**src/skpl_pkg.sv**
```systemverilog
// Shared constants, codes and types of the sorted key priority list.
`default_nettype none

package skpl_pkg;

  // Sizes of the list and of its fields.
  localparam int CAPACITY    = 16;
  localparam int KEY_BITS    = 32;
  localparam int ITEM_BITS   = 32;
  localparam int FUNC_BITS   = 3;
  localparam int STATUS_BITS = 2;
  localparam int ADDR_BITS   = $clog2(CAPACITY);
  localparam int COUNT_BITS  = $clog2(CAPACITY + 1);
  localparam int ENTRY_BITS  = KEY_BITS + ITEM_BITS;

  // Stream data widths, rounded up to whole bytes.
  localparam int IN_DATA_BITS  = ((ITEM_BITS + KEY_BITS + 7) / 8) * 8;
  localparam int OUT_DATA_BITS = ((ITEM_BITS + KEY_BITS + COUNT_BITS + 7) / 8) * 8;

  // Request codes.
  localparam logic [FUNC_BITS-1:0] FN_PREPEND   = 3'd0;
  localparam logic [FUNC_BITS-1:0] FN_APPEND    = 3'd1;
  localparam logic [FUNC_BITS-1:0] FN_SORTED    = 3'd2;
  localparam logic [FUNC_BITS-1:0] FN_REM_FIRST = 3'd3;
  localparam logic [FUNC_BITS-1:0] FN_REM_KEY   = 3'd4;

  // Status codes.
  localparam logic [STATUS_BITS-1:0] ST_OK   = 2'd0;
  localparam logic [STATUS_BITS-1:0] ST_MISS = 2'd1;
  localparam logic [STATUS_BITS-1:0] ST_FULL = 2'd2;

  // Results of the shared key unit.
  typedef struct packed {
    logic [KEY_BITS-1:0] step;   // entry key plus or minus one
    logic                below;  // request key is less than entry key
    logic                equal;  // request key equals entry key
  } alu_res_t;

endpackage

`default_nettype wire

```
**src/sorted_key_priority_list.sv**
```systemverilog
// Top level of the sorted key priority list: sequencer, entry store and key unit.
//
//  Channel | Direction | Handshake             | Contents (low bits first)
//  in_     | slave     | in_tvalid/in_tready   | tuser: func; tdata: item_in, key_in
//  out_    | master    | out_tvalid/out_tready | tuser: status;
//          |           |                       | tdata: item_out, key_out, entry_count
//  cfg_    | write     | cfg_wr_en             | cfg_wr_data: base_key
//
// A request steps through accept, a scan of one entry per step, a move of one entry per step,
// the placing of a new entry and the presentation of the result.
// The entry RAM has a single read port: every scan and move step reads one entry.
// Reset (rst_n low, synchronous) empties the list and sets the base key to zero.
// A result waits in the output register until taken; no new word is taken meanwhile.
`default_nettype none

module sorted_key_priority_list
  import skpl_pkg::*;
(
  input  wire logic                     clk,
  input  wire logic                     rst_n,
  // Request stream.
  input  wire logic                     in_tvalid,
  output logic                          in_tready,
  input  wire logic [FUNC_BITS-1:0]     in_tuser,     // [2:0] func
  input  wire logic [IN_DATA_BITS-1:0]  in_tdata,     // [31:0] item_in, [63:32] key_in
  // Result stream.
  output logic                          out_tvalid,
  input  wire logic                     out_tready,
  output logic      [STATUS_BITS-1:0]   out_tuser,    // [1:0] status
  output logic      [OUT_DATA_BITS-1:0] out_tdata,    // [31:0] item_out, [63:32] key_out,
                                                      // [68:64] entry_count, rest zero
  // Configuration.
  input  wire logic                     cfg_wr_en,
  input  wire logic [KEY_BITS-1:0]      cfg_wr_data   // base_key
);

  typedef enum logic [4:0] {
    S_IDLE  = 5'b00001,
    S_SCAN  = 5'b00010,
    S_SHIFT = 5'b00100,
    S_WRITE = 5'b01000,
    S_DONE  = 5'b10000
  } state_t;

  state_t                 state_r, state_nxt;
  logic [COUNT_BITS-1:0]  occ_r, occ_nxt;
  logic [KEY_BITS-1:0]    base_key_r;
  logic [FUNC_BITS-1:0]   func_r, func_nxt;
  logic [ITEM_BITS-1:0]   item_r, item_nxt;
  logic [KEY_BITS-1:0]    key_r, key_nxt;
  logic [ADDR_BITS-1:0]   idx_r, idx_nxt;
  logic [ADDR_BITS-1:0]   pos_r, pos_nxt;
  logic [KEY_BITS-1:0]    new_key_r, new_key_nxt;
  logic [STATUS_BITS-1:0] status_r, status_nxt;
  logic [ITEM_BITS-1:0]   item_out_r, item_out_nxt;
  logic [KEY_BITS-1:0]    key_out_r, key_out_nxt;

  logic                   in_accept;
  logic [ITEM_BITS-1:0]   in_item;
  logic [KEY_BITS-1:0]    in_key;
  logic                   is_insert;
  logic                   list_empty;
  logic                   list_full;
  logic                   scan_last;
  logic [ADDR_BITS-1:0]   last_addr;

  logic                   ram_wr_en;
  logic [ADDR_BITS-1:0]   ram_wr_addr;
  logic [ENTRY_BITS-1:0]  ram_wr_data;
  logic [ENTRY_BITS-1:0]  ram_rd_data;
  logic [KEY_BITS-1:0]    rd_key;
  logic [ITEM_BITS-1:0]   rd_item;
  alu_res_t               alu_res;

  // Request fields.
  assign in_tready = (state_r == S_IDLE);
  assign in_accept = in_tvalid && in_tready;
  assign in_item   = in_tdata[ITEM_BITS-1:0];
  assign in_key    = in_tdata[ITEM_BITS +: KEY_BITS];

  // Entry store: key in the upper bits, item in the lower bits.
  skpl_ram #(
    .WIDTH (ENTRY_BITS),
    .DEPTH (CAPACITY)
  ) u_entries (
    .clk     (clk),
    .wr_en   (ram_wr_en),
    .wr_addr (ram_wr_addr),
    .wr_data (ram_wr_data),
    .rd_addr (idx_nxt),
    .rd_data (ram_rd_data)
  );

  assign rd_key  = ram_rd_data[ITEM_BITS +: KEY_BITS];
  assign rd_item = ram_rd_data[ITEM_BITS-1:0];

  // Shared key unit works on the entry that was read last.
  skpl_key_alu u_alu (
    .entry_key (rd_key),
    .req_key   (key_r),
    .dec       (func_r == FN_PREPEND),
    .res       (alu_res)
  );

  // Helper conditions for the sequencer.
  assign is_insert  = (func_r == FN_PREPEND) || (func_r == FN_APPEND) ||
                      (func_r == FN_SORTED);
  assign list_empty = (occ_r == '0);
  assign list_full  = (occ_r == COUNT_BITS'(CAPACITY));
  assign scan_last  = (COUNT_BITS'(idx_r) + COUNT_BITS'(1) == occ_r);
  assign last_addr  = ADDR_BITS'(occ_r - COUNT_BITS'(1));

  // Sequencer: scan for the position or the entry, move entries one per cycle, then place or finish.
  always_comb begin
    state_nxt    = state_r;
    occ_nxt      = occ_r;
    func_nxt     = func_r;
    item_nxt     = item_r;
    key_nxt      = key_r;
    idx_nxt      = idx_r;
    pos_nxt      = pos_r;
    new_key_nxt  = new_key_r;
    status_nxt   = status_r;
    item_out_nxt = item_out_r;
    key_out_nxt  = key_out_r;
    ram_wr_en    = 1'b0;
    ram_wr_addr  = idx_r;
    ram_wr_data  = ram_rd_data;

    case (state_r)
      S_IDLE: begin
        if (in_accept) begin
          func_nxt     = in_tuser;
          item_nxt     = in_item;
          key_nxt      = in_key;
          idx_nxt      = '0;
          pos_nxt      = '0;
          item_out_nxt = '0;
          key_out_nxt  = '0;
          case (in_tuser)
            FN_PREPEND, FN_APPEND, FN_SORTED: begin
              if (list_full) begin
                status_nxt = ST_FULL;
                state_nxt  = S_DONE;
              end else if (list_empty) begin
                new_key_nxt = (in_tuser == FN_SORTED) ? in_key : base_key_r;
                state_nxt   = S_WRITE;
              end else begin
                if (in_tuser == FN_APPEND) begin
                  idx_nxt = last_addr;
                end
                state_nxt = S_SCAN;
              end
            end
            FN_REM_FIRST, FN_REM_KEY: begin
              if (list_empty) begin
                status_nxt = ST_MISS;
                state_nxt  = S_DONE;
              end else begin
                state_nxt = S_SCAN;
              end
            end
            default: begin
              status_nxt = ST_MISS;
              state_nxt  = S_DONE;
            end
          endcase
        end
      end

      S_SCAN: begin
        case (func_r)
          FN_PREPEND: begin
            new_key_nxt = alu_res.step;
            pos_nxt     = '0;
            idx_nxt     = last_addr;
            state_nxt   = S_SHIFT;
          end
          FN_APPEND: begin
            new_key_nxt = alu_res.step;
            pos_nxt     = ADDR_BITS'(occ_r);
            state_nxt   = S_WRITE;
          end
          FN_SORTED: begin
            new_key_nxt = key_r;
            if (alu_res.below) begin
              pos_nxt   = idx_r;
              idx_nxt   = last_addr;
              state_nxt = S_SHIFT;
            end else if (scan_last) begin
              pos_nxt   = ADDR_BITS'(occ_r);
              state_nxt = S_WRITE;
            end else begin
              idx_nxt = idx_r + ADDR_BITS'(1);
            end
          end
          FN_REM_FIRST, FN_REM_KEY: begin
            if ((func_r == FN_REM_FIRST) || alu_res.equal) begin
              item_out_nxt = rd_item;
              key_out_nxt  = rd_key;
              status_nxt   = ST_OK;
              pos_nxt      = idx_r;
              if (scan_last) begin
                occ_nxt   = occ_r - COUNT_BITS'(1);
                state_nxt = S_DONE;
              end else begin
                idx_nxt   = idx_r + ADDR_BITS'(1);
                state_nxt = S_SHIFT;
              end
            end else if (scan_last) begin
              status_nxt = ST_MISS;
              state_nxt  = S_DONE;
            end else begin
              idx_nxt = idx_r + ADDR_BITS'(1);
            end
          end
          default: begin
            status_nxt = ST_MISS;
            state_nxt  = S_DONE;
          end
        endcase
      end

      S_SHIFT: begin
        ram_wr_en = 1'b1;
        if (is_insert) begin
          // Open a slot: move entries up, from the tail down to the position.
          ram_wr_addr = idx_r + ADDR_BITS'(1);
          if (idx_r == pos_r) begin
            state_nxt = S_WRITE;
          end else begin
            idx_nxt = idx_r - ADDR_BITS'(1);
          end
        end else begin
          // Close the slot: move entries down, from the position up to the tail.
          ram_wr_addr = idx_r - ADDR_BITS'(1);
          if (scan_last) begin
            occ_nxt   = occ_r - COUNT_BITS'(1);
            state_nxt = S_DONE;
          end else begin
            idx_nxt = idx_r + ADDR_BITS'(1);
          end
        end
      end

      S_WRITE: begin
        ram_wr_en    = 1'b1;
        ram_wr_addr  = pos_r;
        ram_wr_data  = {new_key_r, item_r};
        occ_nxt      = occ_r + COUNT_BITS'(1);
        status_nxt   = ST_OK;
        item_out_nxt = '0;
        key_out_nxt  = new_key_r;
        state_nxt    = S_DONE;
      end

      S_DONE: begin
        if (out_tready) begin
          state_nxt = S_IDLE;
        end
      end

      default: begin
        state_nxt = S_IDLE;
      end
    endcase
  end

  // Control state.
  always_ff @(posedge clk) begin
    if (!rst_n) begin
      state_r    <= S_IDLE;
      occ_r      <= '0;
      base_key_r <= '0;
    end else begin
      state_r <= state_nxt;
      occ_r   <= occ_nxt;
      if (cfg_wr_en) begin
        base_key_r <= cfg_wr_data;
      end
    end
  end

  // Request, working and result registers.
  always_ff @(posedge clk) begin
    func_r     <= func_nxt;
    item_r     <= item_nxt;
    key_r      <= key_nxt;
    idx_r      <= idx_nxt;
    pos_r      <= pos_nxt;
    new_key_r  <= new_key_nxt;
    status_r   <= status_nxt;
    item_out_r <= item_out_nxt;
    key_out_r  <= key_out_nxt;
  end

  // Result word.
  assign out_tvalid = (state_r == S_DONE);
  assign out_tuser  = status_r;
  assign out_tdata  = OUT_DATA_BITS'({occ_r, key_out_r, item_out_r});

  // The block never takes a request while a result is pending.
  a_no_overlap: assert property (@(posedge clk) disable iff (!rst_n)
    in_tready |-> !out_tvalid)
    else $error("request taken while a result is pending");

  // The entry count never exceeds the capacity.
  a_occ_bound: assert property (@(posedge clk) disable iff (!rst_n)
    occ_r <= COUNT_BITS'(CAPACITY))
    else $error("entry count beyond capacity");

  // The entry RAM is written only while moving entries or placing a new one.
  a_write_phase: assert property (@(posedge clk) disable iff (!rst_n)
    ram_wr_en |-> (state_r == S_SHIFT || state_r == S_WRITE))
    else $error("entry write outside move or place phase");

  // A change of the entry count comes together with a result.
  a_occ_result: assert property (@(posedge clk) disable iff (!rst_n)
    (occ_r != $past(occ_r)) |-> out_tvalid)
    else $error("entry count changed without a result");

  // A rejected insert is only reported on a full list.
  a_full_status: assert property (@(posedge clk) disable iff (!rst_n)
    (out_tvalid && status_r == ST_FULL) |-> (occ_r == COUNT_BITS'(CAPACITY)))
    else $error("full status on a list that is not full");

endmodule

`default_nettype wire

```
**src/skpl_ram.sv**
```systemverilog
// Generic single-write, single-read RAM with registered read data.
`default_nettype none

module skpl_ram #(
  parameter int WIDTH = 64,
  parameter int DEPTH = 16
) (
  input  wire logic                     clk,
  input  wire logic                     wr_en,
  input  wire logic [$clog2(DEPTH)-1:0] wr_addr,
  input  wire logic [WIDTH-1:0]         wr_data,
  input  wire logic [$clog2(DEPTH)-1:0] rd_addr,
  output logic      [WIDTH-1:0]         rd_data
);

  logic [WIDTH-1:0] mem [DEPTH];

  // Write port.
  always_ff @(posedge clk) begin
    if (wr_en) begin
      mem[wr_addr] <= wr_data;
    end
  end

  // Registered read port.
  always_ff @(posedge clk) begin
    rd_data <= mem[rd_addr];
  end

endmodule

`default_nettype wire

```
**src/skpl_key_alu.sv**
```systemverilog
// Shared key unit: one incrementer/decrementer and one signed comparator.
`default_nettype none

module skpl_key_alu
  import skpl_pkg::*;
(
  input  wire logic [KEY_BITS-1:0] entry_key,
  input  wire logic [KEY_BITS-1:0] req_key,
  input  wire logic                dec,
  output alu_res_t                 res
);

  logic [KEY_BITS-1:0] delta;

  // Step by minus one for prepend, plus one otherwise; keys wrap.
  assign delta     = dec ? {KEY_BITS{1'b1}} : KEY_BITS'(1);
  assign res.step  = entry_key + delta;

  // Signed compare of the request key against the stored key.
  assign res.below = $signed(req_key) < $signed(entry_key);
  assign res.equal = (req_key == entry_key);

endmodule

`default_nettype wire

```
**config.mk**
```make
export PLATFORM = sky130hd
export DESIGN_NAME = sorted_key_priority_list
export DESIGN_NICKNAME = d
export VERILOG_FILES = /design/src/skpl_pkg.sv /design/src/sorted_key_priority_list.sv /design/src/skpl_ram.sv /design/src/skpl_key_alu.sv
export SDC_FILE = /design/constraint.sdc
export NUM_CORES = 2
export LEC_CHECK = 0
export BUFFER_PORTS_ARGS = -buffer_cell sky130_fd_sc_hd__buf_2
export CAP_MARGIN = 20
export CORE_UTILIZATION = 50
export CTS_CLUSTER_SIZE = 25
export DETAILED_ROUTE_END_ITERATION = 12
export PLACE_DENSITY = 0.66
export SKIP_CTS_REPAIR_TIMING = 1
export SYNTH_ARGS = -nofsm -noshare
export SYNTH_HDL_FRONTEND = slang
export SYNTH_SLANG_ARGS = --single-unit
```
**constraint.sdc**
```tcl
create_clock -name clk -period 8.3 [get_ports clk]
set_input_delay 0.83 -clock clk [delete_from_list [all_inputs] [get_ports clk]]
set_output_delay 0.83 -clock clk [all_outputs]
set_load 0.03 [all_outputs]
```
Yosys cells after proc, flatten, opt, wreduce, memory -nomap -nowiden

Memory sizes are Yosys's and may differ from the RTL's. A register that Yosys moved wholly into a read port is not among the register bits.
Index checks and enable logic that the tools add are counted.

Add/subtract/negate cells: 6
Bitwise logic cells: 0
Eq/ne operators: 34
Reductions and logical operators: 23
Shift-type cells: 0
Multiplexer cells: 66
Multiply operators: 0
$lt $le $gt $ge: 1
Div/mod/pow operators: 0

Operator list:

| cell                 | number |
|---|---|
| $mux W32             | 11 |
| $pmux W32 S3         | 2 |
| $pmux W32 S2         | 2 |
| $mux W5              | 15 |
| $mux W64             | 1 |
| $mux W4              | 15 |
| $add A32 B32 Y32     | 1 |
| $eq A32 B32 Y1       | 1 |
| $lt A32 B32 Y1       | 1 |
| $pmux W5 S5          | 1 |
| $pmux W4 S3          | 2 |
| $pmux W5 S4          | 1 |
| $pmux W4 S2          | 2 |
| $pmux W4 S4          | 1 |
| $ne A3 B3 Y1 const B | 5 |
| $pmux W5 S3          | 1 |
| $eq A3 B2 Y1 const B | 4 |
| $reduce_and A4 Y1    | 3 |
| $reduce_and A6 Y1    | 2 |
| $eq A5 B5 Y1 const B | 2 |
| $mux W2              | 5 |
| $ne A2 B2 Y1 const B | 5 |
| $pmux W5 S2          | 1 |
| $ne A2 B1 Y1 const B | 4 |
| other kinds (28)     | 42 |

Memories kept: 1
Output and inout port bits: 76
ROM bits: 0
Bits in registers: 215
RAM bits: 1024
Latch bits: 0

Memory list:

| memory        | words | bits a word | rd ports | clocked after Yosys merged registers in | wr ports | line           | text |
|---|---|---|---|---|---|---|---|
| u_entries.mem | 16    | 64          | 1        | 1                                       | 1        | skpl_ram.sv:16 | `logic [WIDTH-1:0] mem [DEPTH];` |

Depth between registers and ports, before layout

Word-level depth: 7
Depth in mapped cells: 18

Modules after synthesis

From an unflattened synthesis, not the netlist that was laid out.

Cells, all modules: 2971
Area total of the unflattened synthesis: 52621.7 sq um

Modules (own cells, without submodules):

| module                   | cells an instance | instances | area each (sq um) |
|---|---|---|---|
| skpl_ram                 | 1647              | 1         | 39581.7 |
| sorted_key_priority_list | 976               | 1         | 10533.9 |
| skpl_key_alu             | 348               | 1         | 2506.2 |

Least setup slack after synthesis

No wires, ideal clock.

Path type: input to register
From: input port in_tvalid
To: register item_out_r[0] (enable)
Data arrival time: 7.251 ns
Buffers on the path: 0
Setup slack: 0.542 ns
Cell stages on the path: 4
Data required time: 7.793 ns
Path through: inv_1 -> nor2_1 -> nor2_1 -> a21oi_1

Cells in the longest elaborated chain, start to end: 3

RTL lines:

| what                        | line                            | text |
|---|---|---|
| start, declared             | sorted_key_priority_list.sv:22  | `input wire logic in_tvalid,` |
| $logic_and A1 B1 Y1         | sorted_key_priority_list.sv:77  | `assign in_accept = in_tvalid && in_tready;` |
| $ne A2 B1 Y1 (no line)      | -                               |  |
| $reduce_and A4 Y1 (no line) | -                               |  |
| end signal, assigned        | sorted_key_priority_list.sv:293 | `item_out_r <= item_out_nxt;` |
| end, declared               | sorted_key_priority_list.sv:55  | `logic [ITEM_BITS-1:0] item_out_r, item_out_nxt;` |

No other way between the ends.
A chain may end at the register's enable or synchronous reset.

Worst setup path after layout

From: register u_entries.rd_data[63], read port of u_entries.mem
To: register u_entries.rd_data[21], read port of u_entries.mem

Cells in the longest elaborated chain, start to end: 4

RTL lines:

| what            | line                            | text |
|---|---|---|
| start, declared | skpl_ram.sv:13                  | `output logic [WIDTH-1:0] rd_data` |
| $lt A32 B32 Y1  | skpl_key_alu.sv:20              | `assign res.below = $signed(req_key) < $signed(entry_key);` |
| $mux W4         | sorted_key_priority_list.sv:186 | `if (alu_res.below) begin` |
| $pmux W4 S3     | sorted_key_priority_list.sv:172 | `case (func_r)` |
| $pmux W4 S3     | sorted_key_priority_list.sv:130 | `case (state_r)` |

No other way between the ends.

==> out/qor.yml <==
critical_path:
  critPathLaunch: "u_entries.rd_data[63]"
  cpMostUsedCell: "nor4_2"
  startpoint_type: "flip-flop"
  crit_fanout: 171
  timing.rr.start: "u_entries.rd_data[63]"
  crit_path_end_kind: "flip-flop"
  cpPeakStageDelay_ns: 0.82
  crit_chain: "inv_1, ha_1, nand4_1, nor4_2, nand3_1, a21oi_1, a211oi_4, o21ai_0, or3_4, buf_12, buf_4, mux2i_1, a32oi_1, o21ai_1, nor4_2"
  worstPathArrival_ns: 6.50
  critPathKind: "reg -> reg"
  cp.required_ns: 8.95
  crit_slowest_cell: "buf_4"
yosys:
  synth_edf_count: 1193
  synth_seq_area_share_pct: 70.7
  yosys-top-cells-area: "edfxtp_1 (67%), nand2_1 (5.4%), dfxtp_1 (4.1%)"
  async_flop_share_pct: 0
  syn_area_mm2: 0.0538
  syn-mean-instance-area_um2: 13.3
  yosysMostFrequentCell: "edfxtp_1"
  yosys_most_used_dff: "edfxtp_1"
  synth_top_area_share_pct: 66.6
  synth-seq-cells: 1303
  yosysUniqueCellTypes: 78
  postSynthCellCount: 4051
  synth_common_cells: "edfxtp_1 (1193), nand2_1 (778), a21oi_1 (252), o21ai_0 (186), mux2i_1 (136)"
  ys_warn_count: 0
  yosysTopAreaCell: "edfxtp_1"
power_and_ir_drop:
  p_comb_share_pct: 39.8
  vdd_drop_max_mv: 1.13
  power.internal_uw: 14900
  seqPwrFrac_pct: 36.1
  clock_power_share_pct: 24.1
  p_sw_share_pct: 39.4
  leakage_uw: 0.0217
  finalPower_uw: 24600
  p_sw_uw: 9710
  power.density_mw_per_mm2: 406
job:
  cap_violations: 0
sta:
  rsz0062_at_grt: "no"
  slew_headroom_pct: 24.7
  setup_viol: 0
  slew_violations: 0
  worst_slew_pin_slew_ns: 1.13
  period_needed_ns: 5.84
  fin_worst_skew_ns: 0.0374
  max_freq_mhz: 171
  timing.final.crit_share_pct: 70.4
  final_hold_viol_count: 0
  finalSetupTns_ns: 0
clock_network:
  cts_sinks: 1303
  htreeDepth: 4
  cts.path.max_buffers: 3
  insertion_delay_ns: 0.76
  cts_root_buf: "clkbuf_16"
  cts_tree: "built"
  numCtsBuffers: 134
  clk_pin_slew_ns: 0.06
cells_and_area:
  post-route-util_pct: 57.3
  fin_nets: 4386
  layout-drive-gt1-share_pct: 13.1
  area_growth_syn_to_layout_pct: 12.9
  n_fill_cell: 8464
  diodes: 0
  stdcell_count: 5717
routing:
  ant_nets: 0
  drc: 0
  wl_met2_um: 62500
  first_pass_iters: 6
  route.met3.wl_um: 9160
  post_drt_wl_per_cell_um: 23.3
  drt_iter0_drc: 3865
  maxUsedRoutingLayer: "met4"
  wl_met1_um: 58900
  vias: 33500
  avgViaCountPerCell: 5.86
  drt-total-wl_um: 133000
grt:
  grt_usage_pct: 24.4
  grt-ovfl-total: 0
  grt_pass1_vias: 32000
  antenna_found_initial: 0
  grt_max_degree: 241
  grt_pass1_wl_um: 199000
floorplan:
  start_util_pct: 50.7
  rows: 119
  die_h_um: 330
  die-area_mm2: 0.109
  ios: 180
  dieWidth_um: 330
  core_mm2: 0.106
place:
  place_inst: 5467
  io_buffers: 176
  place_hpwl_um: 71600
  place.gp.congestion: 0.887
run_status:
  status: "finished, final reports clean"
worst_hold_path:
  worstHoldStart: "in_tdata[29]"
  min_path_type: "in -> reg"
==> routing by layer <==
layer	GRT usage, %	vias up
li1	-	15400
met2	39.1	1268
met4	7.01	0
met3	3.31	183
met5	0	-
met1	35.0	16700
==> flip-flops by register name (all words and copies together), names as in the netlist <==
| signal | cells |
|---|---|
| u_entries.rd_data | 64 |
| key_out_r | 32 |
| state_r | 5 |
| key_r | 32 |
| idx_r | 4 |
| func_r | 3 |
| pos_r | 4 |
| occ_r | 5 |
| base_key_r | 32 |
| new_key_r | 32 |
| item_r | 32 |
| item_out_r | 32 |
| u_entries.mem | 1024 |
| out_tuser | 2 |
==> path summary, 6_finish.rpt <==
path / to / slack (ns) / depth (start not counted)
min: item_r[29] / 0.25 / 1
max reg2reg: u_entries.rd_data[21] / 2.46 / 15
max: u_entries.rd_data[21] / 2.46 / 15
min reg2reg: base_key_r[25] / 0.52 / 2
==> metrics by stage <==
step | setup WS (ns) | hold WS (ns) | instance area [um^2]
2_1_floorplan | 0.542 | 0.482 | 53800
3_3_place_gp | 2.38 | 0.497 | 56300
3_5_place_dp | 2.25 | 0.507 | 56300
4_1_cts | 2.25 | 0.206 | 60700
5_1_grt | 2.00 | 0.223 | 60700
6_report | 2.46 | 0.245 | 60700
==> worst max-delay path: cells and delay by family, from the launching register on <==
kind	cells	cell delay (ns)
muxes	1	0.17
adders and majority gates	1	0.48
AOI/OAI and AO/OA	5	0.89
DFF	1	0.48
buffers and inverters	3	1.53
and+or+nand+nor	5	1.95
==> kinds of logic after synthesis <==
family,after synthesis,synth area share [%]
other,1,0.00697
DFF,1303,70.7
buffers and inverters,365,2.96
and+or+nand+nor,1301,11.7
AOI/OAI and AO/OA,830,9.75
muxes,136,2.53
xor gates and xnor gates,47,0.765
adders and majority gates,68,1.60
==> power groups by stage <==
stage	clock [uW]	combinational, uW	sequential (uW)
after floorplan	0	6930	9130
after global placement	0	9540	9020
after detailed placement	0	9730	9010
after CTS	6020	9760	8890
after global routing	6270	10800	8930
final	5930	9810	8890
==> layout by cell type (no fill, tap or decap), types with 11 or more instances in the layout <==
master     count
edfxtp_1    1193
nand2_1      776
a21oi_1      250
o21ai_0      184
buf_2        176
clkbuf_16    138
mux2i_1      136
a32oi_1      126
inv_1        116
dfxtp_1      110
and2_1       104
nand3_1       90
buf_4         87
a211oi_1      76
and3_1        68
ha_1          67
o21ai_1       66
nor4_2        63
nor2_1        61
nor2b_1       41
clkbuf_1      33
xnor2_1       30
clkinv_1      25
o211ai_1      23
a21o_1        18
nor2_4        18
xor2_1        17
clkinv_2      15
nand4_1       14
nor3_1        14
clkbuf_8      14
nand2b_1      11
==> area by class of cell <==
class                   instances  area [um^2]  share of cell area [%]
inverters                     118          459                   0.756
clock buffers                 185         3770                    6.21
repair buffers                272         1730                    2.85
flip-flops and latches       1303        38000                    62.6
clock inverters                63          597                   0.983
well taps                    1391         1740                    2.87
multi-input cells            2385        14400                    23.7
No activity file was read; power rests on OpenSTA's default activity.
